$ cat config.mk
export PLATFORM = sky130hd
export DESIGN_NAME = btwt_cell
export DESIGN_NICKNAME = d
export VERILOG_FILES = /design/src/sv/btwt_pkg.sv /design/src/sv/btwt_cell.sv
export SDC_FILE = /design/constraint.sdc
export NUM_CORES = 1
export LEC_CHECK = 0
export BUFFER_PORTS_ARGS = -buffer_cell sky130_fd_sc_hd__buf_2
export CAP_MARGIN = 20
export CORE_ASPECT_RATIO = 1.2
export CORE_UTILIZATION = 30
export CTS_CLUSTER_DIAMETER = 200
export CTS_CLUSTER_SIZE = 8
export DETAILED_ROUTE_END_ITERATION = 16
export GPL_TIMING_DRIVEN = 0
export PLACE_DENSITY_LB_ADDON = 0.15
export SLEW_MARGIN = 40
export SYNTH_ARGS = -nofsm -noshare
export SYNTH_HDL_FRONTEND = slang
export SYNTH_SLANG_ARGS = --single-unit
$ cat constraint.sdc
create_clock -name clk_i -period 9.23 [get_ports clk_i]
set_clock_uncertainty 0.05 [all_clocks]
set_input_delay 0.923 -clock clk_i [delete_from_list [all_inputs] [get_ports clk_i]]
set_output_delay 0.923 -clock clk_i [all_outputs]
set_load 0.005 [all_outputs]
$ cat src/sv/btwt_pkg.sv
// ----------------------------------------------------------------------------
// btwt_pkg
// Shared widths, types and constant functions for the balanced ternary
// weight term generator.
// ----------------------------------------------------------------------------
package btwt_pkg;

  localparam int unsigned VAL_W = 62;
  localparam int unsigned EXP_W = 6;
  localparam int unsigned RES_W = 64;

  typedef logic [VAL_W-1:0]        val_t;
  typedef logic [EXP_W-1:0]        exp_t;
  typedef logic signed [RES_W-1:0] res_t;

  // Token that walks down the row of digit cells.
  typedef struct packed {
    logic act;
    logic first;
    res_t res;
  } token_t;

  // What a cell reports in the current cycle; all zero unless it holds the token.
  typedef struct packed {
    logic act;
    logic term;
    logic done;
    logic minus;
    exp_t expo;
    val_t weight;
  } cell_ev_t;

  // Three raised to j, evaluated at elaboration only.
  function automatic val_t pow3(input int unsigned j);
    longint unsigned w;
    w = 64'd1;
    for (int unsigned k = 0; k < j; k++) begin
      w = w * 64'd3;
    end
    return val_t'(w);
  endfunction

endpackage

$ cat src/sv/btwt_cell.sv
// ----------------------------------------------------------------------------
// btwt_cell
// One digit position of the scan. Holds the residue token for its position,
// decides whether a term of weight 3^J is emitted and hands the updated
// residue to the next lower position.
// ----------------------------------------------------------------------------
module btwt_cell import btwt_pkg::*; #(
  parameter int unsigned J = 0
) (
  input  logic     clk_i,
  input  logic     rst_ni,
  input  logic     en_i,
  input  token_t   tok_i,
  output token_t   tok_o,
  output cell_ev_t ev_o
);

  localparam val_t W   = pow3(J);
  localparam val_t THR = W >> 1;
  localparam exp_t EXP = EXP_W'(J);

  logic act_q;
  logic first_q;
  res_t res_q;

  res_t             w_s;
  logic             zero;
  logic             neg;
  logic [RES_W-1:0] mag;
  logic             hit;
  res_t             res_nx;

  always_ff @(posedge clk_i or negedge rst_ni) begin
    if (!rst_ni) begin
      act_q <= 1'b0;
    end else if (en_i) begin
      act_q <= tok_i.act;
    end
  end

  always_ff @(posedge clk_i) begin
    if (en_i) begin
      first_q <= tok_i.first;
      res_q   <= tok_i.res;
    end
  end

  assign w_s  = res_t'({{(RES_W-VAL_W){1'b0}}, W});
  assign zero = (res_q == '0);
  assign neg  = res_q[RES_W-1];
  assign mag  = neg ? RES_W'(-res_q) : RES_W'(res_q);
  assign hit  = act_q && !zero && (mag > {{(RES_W-VAL_W){1'b0}}, THR});

  always_comb begin
    res_nx = res_q;
    if (hit) begin
      if (first_q) begin
        res_nx = w_s - res_q;
      end else if (neg) begin
        res_nx = res_q + w_s;
      end else begin
        res_nx = res_q - w_s;
      end
    end
  end

  // The token stops here once the residue has reached zero.
  assign tok_o.act   = act_q && !zero;
  assign tok_o.first = first_q && !hit;
  assign tok_o.res   = res_nx;

  assign ev_o.act    = act_q;
  assign ev_o.term   = hit;
  assign ev_o.done   = act_q && zero;
  assign ev_o.minus  = hit && !first_q && !neg;
  assign ev_o.expo   = hit ? EXP : '0;
  assign ev_o.weight = hit ? W : '0;

endmodule

==> reports/results.ini, run 1 <==
[detailed_routing]
route.detailed.drc=0
drt_wl_total_um=59500
avgViaCountPerCell=6.00
num_vias=13800
wl_per_cell_um=25.9
ant_nets=0
first_pass_iters=5
first_iter_violations=1091

[critical_path]
critPathMaxStageDelay_ns=0.68
reg2reg_slack_ns=8.40
path_max_fanout=10
crit_path_start_kind=register
cp_top_family=simple AND/OR/NAND/NOR gates
crit_chain=inv_1 -> ha_1 -> or3b_2 -> clkbuf_1 -> nor3_1 -> nand4_1 -> o311ai_0 -> o21ai_0 -> nand4_1 -> nor4_2 -> a31oi_2 -> clkbuf_1 -> buf_2 -> a21oi_1 -> nor2_1 -> buf_2
cp.arrival_ns=6.04
crit_type=register to primary output
cpMaxStageDelayCell=clkbuf_1
critPathBufInv=5
cp.required_ns=8.26
endpoint_kind=primary output

[die]
start_util_pct=30.6
die_h_um=214
die_x_um=179
ios=207
fp.coreArea_um2=36900
rows=77
die_area_um2=38400

[timing]
rsz0062_at_grt=false
relSlewSlack_pct=39.4
tightest_slew_ns=0.909
hold_viol_final=0
setup_viol_count_final=0
final_max_slew_viol_count=0
finalSetupTns_ns=0
hold-worst-slack_ns=0.243
period_needed_ns=7.01
max_freq_mhz=143
fin_crit_sh_pct=76.0

[clock_tree]
clk_latency_ns=0.40
post-cts-setup-buffers=0
cts.repair.resized=0
ctsHoldBuffers=0
clock_path_buffers=2
numCtsBuffers=9
cts_tree=done
htree_levels=3
clkTransAtPathRegs_ns=0.06
root_buffer=clkbuf_16
clock_sinks=66

[synthesis]
synth_top_area_share_pct=17.3
synth_cells=1597
synth_area_um2=11300
synth_edf_count=65
synth-seq-area-share_pct=17.5
synth.distinct_cells=90
synth_common_cells=180 x a21oi_1, 171 x nand2_1, 109 x clkbuf_1, 108 x nor2_1, 91 x o21ai_0
yosysTopAreaCell=edfxtp_1
post-synth-top-count-cell=a21oi_1
synth_ff_type=edfxtp_1
synth.area.top_cells=edfxtp_1 17%, a21oi_1 8.0%, ha_1 7.2%, nand2_1 5.7%, buf_4 4.7%
ys_ff_latch=66
synthArstFlopShare_pct=1.52
synth_area_per_cell_um2=7.06
ys_warn_count=0

[place]
gp_congestion=1.01
dp_hpwl_um=47600
port_buffers=139

[power]
p_leak_nw=5.07
peakVddDrop_mv=0.106
cellPowerDensity_nw_per_um2=129

[layout]
antennaDiodeCount=0
drive_above_1_share_pct=15.9
syn_to_final_growth_pct=17.9
finalNetCount=1952
fillCellCount=4063

[global_route]
grt_pass1_wl_um=85700
antenna_found_initial=1
grt-ovfl-total=0
grt_util_all_layers_pct=30.8
grt_max_degree=40
grt_pass1_vias=13000

[min_path]
hold_path_class=input pin to async pin

[run_status]
status=completed

[job]
max_cap_violations=0

==> metrics by stage <==
stage	power, W	setup slack (ns)	area [um^2]	utilization, %	instances
6_report	0.00171	2.22	13300	36.0	2296
5_1_grt	0.00181	1.94	13300	36.0	2296
4_1_cts	0.00170	2.31	13200	35.9	2296
3_5_place_dp	0.00133	2.76	13000	35.1	2280
3_3_place_gp	0.00132	0.000755	12800	34.7	2276
2_1_floorplan	0.000986	3.11	11500	-	1663
==> sequential cells by signal (all words and copies together) (netlist names) <==
register  flops
act_q         1
first_q       1
res_q        64
==> cell families after synthesis <==
group	count (synthesis)	share of synthesized area [%]
xor gates and xnor gates	62	4.82
adders and majority gates	66	7.39
buffers and inverters	236	10.4
DFF	66	17.5
other	1	0.0333
and+or+nand+nor	649	30.2
AOI/OAI and AO/OA	503	28.4
muxes	14	1.30
==> layer usage <==
| metal | GRT usage (%) | wire, um | share of wire (%) | vias to the layer above |
|---|---|---|---|---|
| met1 | 37.1 | 23900 | 40 | 6540 |
| met4 | 18.0 | 3490 | 5.9 | 2 |
| met5 | 0 | 11 | 0.018 | - |
| met3 | 5.27 | 3730 | 6.3 | 171 |
| met2 | 50.8 | 28400 | 48 | 661 |
| li1 | - | - | - | 6392 |
==> where the power goes <==
part | switching [W] | total, W | internal (W)
Sequential | 0.0000397 | 0.000398 | 0.000358
Clock | 0.000154 | 0.000360 | 0.000206
Combinational | 0.000610 | 0.000953 | 0.000342
Total | 0.000803 | 0.00171 | 0.000906
==> cell usage in the layout (no fill, tap or decap), types with 10 or more instances in the layout <==
master and instances:
nor4_2 17, conb_1 67, o21ai_0 91, nor3_1 49
o21bai_1 14, o31ai_1 11, a22o_1 13, and4_1 16
or4_1 22, a31oi_1 15, buf_2 147, nor2b_1 15
o22ai_1 29, o211ai_1 11, inv_1 39, clkbuf_1 104
edfxtp_1 65, nor4_1 44, xor2_1 21, or3_1 11
a21oi_1 180, xnor2_1 41, a21o_1 32, and3_1 19
buf_4 71, nand3_1 73, nor2_1 108, nand2_1 171
ha_1 65, nand4_1 42, a211oi_1 12, nand2b_1 10
and2_1 11
==> path summary, 6_finish.rpt <==
kind / start / endpoint / depth (start not counted)
setup / recovery: res_q[1] / tok_o[29] / 16
max in group asynchronous: rst_ni / act_q / 1
hold / removal: rst_ni / act_q / 1
hold reg to reg: act_q / act_q / 1
min in group clk_i: act_q / act_q / 1
setup reg to reg: act_q / act_q / 1
==> final cells by class <==
class | count | area [um^2] | area share, %
Multi-Input combinational cell | 1361 | 8510 | 64.0
Clock buffer | 10 | 229 | 1.72
Buffer | 194 | 1020 | 7.67
Clock inverter | 6 | 57.6 | 0.433
Tap cell | 474 | 593 | 4.46
Sequential cell | 66 | 1980 | 14.9
Timing Repair Buffer | 143 | 754 | 5.67
Inverter | 42 | 158 | 1.19
Note: power is estimated with default switching activity, not from simulation.
==> inputs of run 2 (changes only) <==
--- a/config.mk
+++ b/config.mk
@@ -5,6 +5,7 @@
 export SDC_FILE = /design/constraint.sdc
 export NUM_CORES = 1
 export LEC_CHECK = 0
+export ABC_AREA = 1
 export BUFFER_PORTS_ARGS = -buffer_cell sky130_fd_sc_hd__buf_2
 export CAP_MARGIN = 20
 export CORE_ASPECT_RATIO = 1.2
==> constraint.sdc (replaced) <==
create_clock -name clk_i -period 5.85 [get_ports clk_i]
set_clock_uncertainty 0.05 [all_clocks]
set_input_delay 0.585 -clock clk_i [delete_from_list [all_inputs] [get_ports clk_i]]
set_output_delay 0.585 -clock clk_i [all_outputs]
set_load 0.005 [all_outputs]
==> run 2 against run 1 <==
  * Global-route usage decreased by 1.9 points
  * Hold slack improved by 0.11 ns
  * Critical path depth increased by 1
  * Area after synthesis increased by 10%
  * Worst setup slack got worse by 1.5 ns
  * Largest cell class unchanged
  * Largest power group unchanged
==> reports/results.ini, run 2 <==
[synthesis]
ys_warn_count=0  ; unchanged
yosysTopAreaCell=nand2_1  ; was edfxtp_1
synth.distinct_cells=36  ; was 90
synth_cells=2294  ; was 1597
synth.area.top_cells=nand2_1 23%, edfxtp_1 16%, nor2_1 11%, nand3_1 9.1%, inv_1 7.3%  ; was edfxtp_1 17%, a21oi_1 8.0%, ha_1 7.2%, nand2_1 5.7%, buf_4 4.7%
post-synth-top-count-cell=nand2_1  ; was a21oi_1
ys_ff_latch=66  ; unchanged
synth_edf_count=65  ; unchanged
synth_area_um2=12400  ; was 11300 um^2
synth_top_area_share_pct=22.6  ; was 17.3%
synth_ff_type=edfxtp_1  ; unchanged
synth_area_per_cell_um2=5.41  ; was 7.06 um^2
synth_common_cells=748 x nand2_1, 366 x nor2_1, 242 x inv_1, 225 x nand3_1, 158 x o21ai_0  ; was 180 x a21oi_1, 171 x nand2_1, 109 x clkbuf_1, 108 x nor2_1, 91 x o21ai_0
synth-seq-area-share_pct=15.9  ; was 17.5%
synthArstFlopShare_pct=1.52  ; unchanged

[clock_tree]
clk_latency_ns=0.34  ; was 0.40 ns
root_buffer=clkbuf_16  ; unchanged
clock_sinks=66  ; unchanged
post-cts-setup-buffers=0  ; unchanged
htree_levels=3  ; unchanged
numCtsBuffers=9  ; unchanged
clock_path_buffers=2  ; unchanged
clkTransAtPathRegs_ns=0.06  ; about the same
cts_tree=done  ; unchanged

[die]
start_util_pct=30.5  ; was 30.6%
ios=207  ; unchanged
fp.coreArea_um2=40700  ; was 36900 um^2
die_area_um2=42200  ; was 38400 um^2
die_x_um=188  ; was 179 um
rows=81  ; was 77
die_h_um=225  ; was 214 um

[critical_path]
cp.depth=17  ; was 16
crit_top_cell=nand2_1
path_max_fanout=34  ; was 10
cp_top_family=simple AND/OR/NAND/NOR gates  ; unchanged
cp.required_ns=5.22  ; was 8.26 ns
crit_path_start_kind=register  ; unchanged
critPathMaxStageDelay_ns=0.59  ; was 0.68 ns
endpoint_kind=primary output  ; unchanged
cpMaxStageDelayCell=a21boi_0  ; was clkbuf_1
reg2reg_from=act_q  ; unchanged
reg2reg_slack_ns=5.12  ; was 8.40 ns
cp.arrival_ns=4.52  ; was 6.04 ns
r2r_end=act_q  ; unchanged
worstRegToRegCells=2  ; was 1
crit_type=register to primary output  ; unchanged
critPathBufInv=3  ; was 5
crit_chain=inv_1 -> clkbuf_4 -> ha_1 -> a21oi_1 -> nand2_1 -> a21boi_0 -> o21ai_0 -> nand3_1 -> nand2_1 -> nand2_1 -> nand2_1 -> nand2_1 -> nand3_1 -> nand2_1 -> nand3_1 -> nand2_1 -> buf_2  ; was inv_1 -> ha_1 -> or3b_2 -> clkbuf_1 -> nor3_1 -> nand4_1 -> o311ai_0 -> o21ai_0 -> nand4_1 -> nor4_2 -> a31oi_2 -> clkbuf_1 -> buf_2 -> a21oi_1 -> nor2_1 -> buf_2

[global_route]
grt_pass1_vias=14600  ; was 13000
grt_util_all_layers_pct=28.9  ; was 30.8%
grt-ovfl-total=0  ; unchanged
antenna_found_initial=0  ; was 1
grt_max_degree=68  ; was 40
grt_pass1_wl_um=89700  ; was 85700 um

[timing]
hold_viol_final=0  ; unchanged
setup_viol_count_final=0  ; unchanged
hold-worst-slack_ns=0.357  ; was 0.243 ns
tightest_slew_ns=0.816  ; was 0.909 ns
fin_crit_sh_pct=88.1
rsz0062_at_grt=false  ; unchanged
final_max_slew_viol_count=0  ; unchanged
relSlewSlack_pct=45.6  ; was 39.4%
max_freq_mhz=194
period_needed_ns=5.16

[layout]
syn_to_final_growth_pct=15.7  ; was 17.9%
final_common_cell=nand2_1  ; was a21oi_1
finalNetCount=2647  ; was 1952
seq_area_um2=1980  ; unchanged
reg.largest.list=res_q (64), act_q (1), first_q (1)  ; unchanged
post-route-util_pct=35.3  ; was 36.0%
largest_reg_flops=64  ; unchanged
final_cells=3056  ; was 2296
antennaDiodeCount=0  ; unchanged
fillCellCount=4693  ; was 4063
multi_input_area_um2=8950  ; was 8510 um^2
regMostFlops=res_q  ; unchanged
drive_above_1_share_pct=10.6  ; was 15.9%
final_cell_mix=748 x nand2_1, 366 x nor2_1, 242 x inv_1  ; was 180 x a21oi_1, 171 x nand2_1, 147 x buf_2

[place]
port_buffers=139  ; unchanged
dp_cells=3039  ; was 2280
dp_hpwl_um=53000  ; was 47600 um
gp_congestion=0.996  ; was 1.01

[run_status]
status=completed  ; unchanged

[power]
p_clk_share_pct=19.7  ; was 21.0%
cellPowerDensity_nw_per_um2=186  ; was 129 nW/um^2
p_seq_share_pct=25.3  ; was 23.3%
power_w=0.00268  ; was 0.00171 W
peakVddDrop_mv=0.221  ; was 0.106 mV
p_leak_nw=6.84  ; was 5.07 nW
p_switching_w=0.00129  ; was 0.000803 W
p_sw_share_pct=48.4  ; was 47.0%
combPwrFrac_pct=55.0  ; was 55.7%
intPower_w=0.00138  ; was 0.000906 W

[detailed_routing]
wl_per_cell_um=20.3  ; was 25.9 um
drt_wl_total_um=62000  ; was 59500 um
avgViaCountPerCell=5.12  ; was 6.00
first_pass_iters=6  ; was 5
route.detailed.drc=0  ; unchanged
first_iter_violations=1420  ; was 1091
ant_nets=0  ; unchanged
num_vias=15600  ; was 13800

[min_path]
hold_end=res_q[10]
hold_start=tok_i[10]
hold_path_class=input pin to register  ; was input pin to async pin
whs_path_depth=1

[job]
max_cap_violations=0  ; unchanged

## run 2: changes by cell type in the layout (fill, tap and decap cells not counted), moves of 24 or more
cell / previous run / this run
a21oi_1: 180 / 146
clkbuf_1: 104 / 15
xnor2_1: 41 / 11
inv_1: 39 / 242
nor3_1: 49 / 22
nand4_1: 42 / 13
nor2_1: 108 / 366
o22ai_1: 29 / 5
nor4_1: 44 / 0
o21ai_0: 91 / 158
nand2_1: 171 / 748
a21o_1: 32 / 4
nand3_1: 73 / 225
## run 2: logic make-up (layout without fill, tap and decap cells)
kind of cell	after synthesis	count (layout)	share of synthesized area, %
AND/OR/NAND/NOR	1413	1413	46.5
buffers and inverters	371	528	14.0
AO/OA/AOI/OAI	344	344	14.5
adder cells (fa/ha/maj)	66	66	6.71
flip-flops	66	66	15.9
XOR/XNOR	33	33	2.33
other	1	67	0.0302
## run 2: cell type report
type,count,share of cell area (%)
Clock inverter,7,0.487
Buffer,117,5.53
Sequential cell,66,13.8
Multi-Input combinational cell,1923,62.3
Timing Repair Buffer,141,5.09
Tap cell,539,4.69
Clock buffer,9,1.57
Inverter,254,6.63
## run 2: per-layer routing
layer	track usage, %	vias to the layer above	wire length (um)	share of wire [%]
met2	50.8	711	29700	48
li1	-	7739	-	-
met3	2.18	142	3780	6.1
met4	16.5	0	3600	5.8
met5	0	-	0	0
met1	34.8	7040	25000	40
## run 2: worst max path at each step
stage          startpoint   endpoint  slack (ns)
2_1_floorplan   res_q[63]  tok_o[21]        0.94
3_3_place_gp    res_q[63]  tok_o[61]       -1.41
3_5_place_dp    res_q[63]  tok_o[61]        1.15
4_1_cts         res_q[63]  tok_o[61]        0.75
5_1_grt         res_q[63]  tok_o[61]        0.29
6_report        res_q[63]  tok_o[61]        0.69
## run 2: power groups by stage
stage                     clock network [W]  registers, W  logic (W)
final                              0.000526      0.000678    0.00147
after CTS                          0.000543      0.000670    0.00144
after floorplan                           0      0.000623   0.000929
after detailed placement                  0      0.000680    0.00143
after global routing               0.000557      0.000680    0.00162
after global placement                    0      0.000680    0.00143
## run 2: through the flow
step | TNS [ns] | area, um^2 | worst slack [ns]
6_report | 0 | 14400 | 0.694
5_1_grt | 0 | 14400 | 0.287
4_1_cts | 0 | 14400 | 0.751
3_5_place_dp | 0 | 14100 | 1.15
3_3_place_gp | -59.38 | 14000 | -1.41
2_1_floorplan | 0 | 12700 | 0.940
## run 2: repair_timing
item | in CTS | in global routing
resized for setup | 0 | 0
endpoints found under the hold margin | 1 | 0
setup endpoints to repair | 0 | 0
hold buffers | 1 | 0
==> inputs of run 3 (changes only) <==
--- a/config.mk
+++ b/config.mk
@@ -8,8 +8,10 @@
 export ABC_AREA = 1
 export BUFFER_PORTS_ARGS = -buffer_cell sky130_fd_sc_hd__buf_2
 export CAP_MARGIN = 20
+export CELL_PAD_IN_SITES_DETAIL_PLACEMENT = 0
+export CELL_PAD_IN_SITES_GLOBAL_PLACEMENT = 2
 export CORE_ASPECT_RATIO = 1.2
-export CORE_UTILIZATION = 30
+export CORE_UTILIZATION = 27
 export CTS_CLUSTER_DIAMETER = 200
 export CTS_CLUSTER_SIZE = 8
 export DETAILED_ROUTE_END_ITERATION = 16
==> run 3 against run 2 <==
  * Total power rose by 3.4%
  * Highest routed layer unchanged
  * Largest power group unchanged
  * Cell area up 0.95%
  * Maximum frequency decreased by 0.67%
  * Sequential cell count stayed put
==> reports/results.ini, run 3 (synthesis gave the netlist of run 2 again) <==
[run_status]
status=completed  ; unchanged

[critical_path]
crit_chain=inv_1 -> clkbuf_4 -> buf_12 -> ha_1 -> a21oi_1 -> nand2_1 -> a21boi_0 -> o21bai_1 -> nand3_1 -> nand2_1 -> nand3_1 -> nand2_1 -> nand2_1 -> nand3_1 -> nand2_1 -> nand3_1 -> nand2_1 -> buf_2  ; was inv_1 -> clkbuf_4 -> ha_1 -> a21oi_1 -> nand2_1 -> a21boi_0 -> o21ai_0 -> nand3_1 -> nand2_1 -> nand2_1 -> nand2_1 -> nand2_1 -> nand3_1 -> nand2_1 -> nand3_1 -> nand2_1 -> buf_2
worstRegToRegCells=2  ; unchanged
critPathMaxStageDelay_ns=0.65  ; was 0.59 ns
cpMaxStageDelayCell=a21boi_0  ; unchanged
cp.required_ns=5.22  ; about the same
cp.arrival_ns=4.56  ; was 4.52 ns
reg2reg_slack_ns=5.05  ; was 5.12 ns
path_max_fanout=26  ; was 34
crit_path_start_kind=register  ; unchanged
crit_type=register to primary output  ; unchanged
reg2reg_from=act_q  ; unchanged
crit_top_cell=nand2_1  ; unchanged
r2r_end=act_q  ; unchanged
endpoint_kind=primary output  ; unchanged

[timing]
final_max_slew_viol_count=0  ; unchanged
hold-worst-slack_ns=0.361  ; was 0.357 ns
setup_viol_count_final=0  ; unchanged
rsz0062_at_grt=false  ; unchanged
max_freq_mhz=193  ; was 194 MHz
tightest_slew_ns=0.841  ; was 0.816 ns
hold_viol_final=0  ; unchanged
relSlewSlack_pct=44.0  ; was 45.6%
period_needed_ns=5.19  ; was 5.16 ns
fin_crit_sh_pct=88.7  ; was 88.1%

[global_route]
grt_pass1_vias=14800  ; was 14600
antenna_found_initial=0  ; unchanged
grt_max_degree=68  ; unchanged
grt_pass1_wl_um=94700  ; was 89700 um
grt-ovfl-total=0  ; unchanged
grt_util_all_layers_pct=28.2  ; was 28.9%

[min_path]
whs_path_depth=1  ; unchanged
hold_start=tok_i[3]  ; was tok_i[10]
hold_path_class=input pin to register  ; unchanged
hold_end=res_q[3]  ; was res_q[10]

[layout]
drive_above_1_share_pct=10.8  ; was 10.6%
syn_to_final_growth_pct=16.8  ; was 15.7%
antennaDiodeCount=0  ; unchanged
fillCellCount=5361  ; was 4693
largest_reg_flops=64  ; unchanged
final_cell_mix=748 x nand2_1, 366 x nor2_1, 242 x inv_1  ; unchanged
finalNetCount=2648  ; was 2647
final_common_cell=nand2_1  ; unchanged
post-route-util_pct=32.2  ; was 35.3%
reg.largest.list=res_q (64), act_q (1), first_q (1)  ; unchanged
regMostFlops=res_q  ; unchanged

[power]
p_sw_share_pct=47.9  ; was 48.4%
intPower_w=0.00144  ; was 0.00138 W
p_clk_share_pct=21.1  ; was 19.7%
cellPowerDensity_nw_per_um2=191  ; was 186 nW/um^2
peakVddDrop_mv=0.197  ; was 0.221 mV
p_seq_share_pct=24.7  ; was 25.3%
combPwrFrac_pct=54.2  ; was 55.0%
p_leak_nw=6.88  ; was 6.84 nW
p_switching_w=0.00132  ; was 0.00129 W

[detailed_routing]
first_iter_violations=1342  ; was 1420
first_pass_iters=5  ; was 6
route.detailed.drc=0  ; unchanged
wl_per_cell_um=21.3  ; was 20.3 um
ant_nets=0  ; unchanged
drt_wl_total_um=66800  ; was 62000 um
num_vias=15400  ; was 15600
avgViaCountPerCell=4.93  ; was 5.12

[clock_tree]
numCtsBuffers=9  ; unchanged
clock_path_buffers=2  ; unchanged
clk_latency_ns=0.34  ; about the same
root_buffer=clkbuf_16  ; unchanged
cts_tree=done  ; unchanged
htree_levels=3  ; unchanged
clock_sinks=66  ; unchanged
clkTransAtPathRegs_ns=0.06  ; about the same
post-cts-setup-buffers=0  ; unchanged

[die]
ios=207  ; unchanged
start_util_pct=27.5  ; was 30.5%
fp.coreArea_um2=45100  ; was 40700 um^2
die_h_um=237  ; was 225 um
rows=85  ; was 81
die_x_um=198  ; was 188 um
die_area_um2=46900  ; was 42200 um^2

[place]
gp_congestion=0.999  ; was 0.996
dp_hpwl_um=58000  ; was 53000 um
port_buffers=139  ; unchanged

[job]
max_cap_violations=0  ; unchanged

run 3: power groups by stage:
stage,logic [W],registers [W],clock network [W]
after floorplan,0.000929,0.000623,0
after detailed placement,0.00148,0.000686,0
after CTS,0.00148,0.000677,0.000604
after global placement,0.00147,0.000687,0
after global routing,0.00165,0.000687,0.000615
final,0.00150,0.000684,0.000583
run 3: layout make-up:
| class | count | area, um^2 | share of cell area, % |
|---|---|---|---|
| Tap cell | 609 | 762 | 5.25 |
| Clock buffer | 13 | 250 | 1.72 |
| Inverter | 254 | 953 | 6.57 |
| Multi-Input combinational cell | 1923 | 8950 | 61.7 |
| Buffer | 117 | 798 | 5.50 |
| Clock inverter | 3 | 65.1 | 0.448 |
| Timing Repair Buffer | 142 | 752 | 5.18 |
| Sequential cell | 66 | 1980 | 13.6 |
run 3: repair_timing:
action | CTS | global route
hold buffers | 1 | 0
gates resized for setup | 0 | 0
endpoints found under the hold margin | 1 | 0
run 3: how the worst max path moves through the flow:
| stage | start | end | slack, ns | cells past startpoint |
|---|---|---|---|---|
| after global routing | res_q[63] | tok_o[61] | 0.36 | 18 |
| after detailed placement | res_q[63] | tok_o[61] | 1.05 | 18 |
| final | res_q[63] | tok_o[41] | 0.66 | 18 |
| after global placement | res_q[63] | tok_o[61] | -1.75 | 17 |
| after CTS | res_q[63] | tok_o[61] | 0.65 | 18 |
| after floorplan | res_q[63] | tok_o[21] | 0.94 | 14 |
run 3: critical path: cells and delay by family, from the launching register on:
family,cells,cell delay (ns)
flops,1,0.47
buf+inv,4,0.82
simple gates,10,1.39
compound gates,3,1.18
fa+ha+maj,1,0.35
run 3: stage by stage:
| stage | setup slack, ns | instances | power, W | setup TNS [ns] | area [um^2] |
|---|---|---|---|---|---|
| detailed placement | 1.05 | 3110 | 0.00216 | 0 | 14200 |
| floorplan | 0.940 | 2360 | 0.00155 | 0 | 12700 |
| global route | 0.358 | 3127 | 0.00295 | 0 | 14500 |
| finish | 0.659 | 3127 | 0.00277 | 0 | 14500 |
| global placement | -1.75 | 3108 | 0.00216 | -80.64 | 14100 |
| CTS | 0.647 | 3127 | 0.00276 | 0 | 14500 |
run 3: routing by layer:
layer	global-route usage [%]	vias to the layer above	routed length, um
met5	0	-	0
met4	12.8	0	3120
met3	1.44	117	2730
met2	49.6	508	32400
met1	35.2	7031	28500
li1	-	7761	-
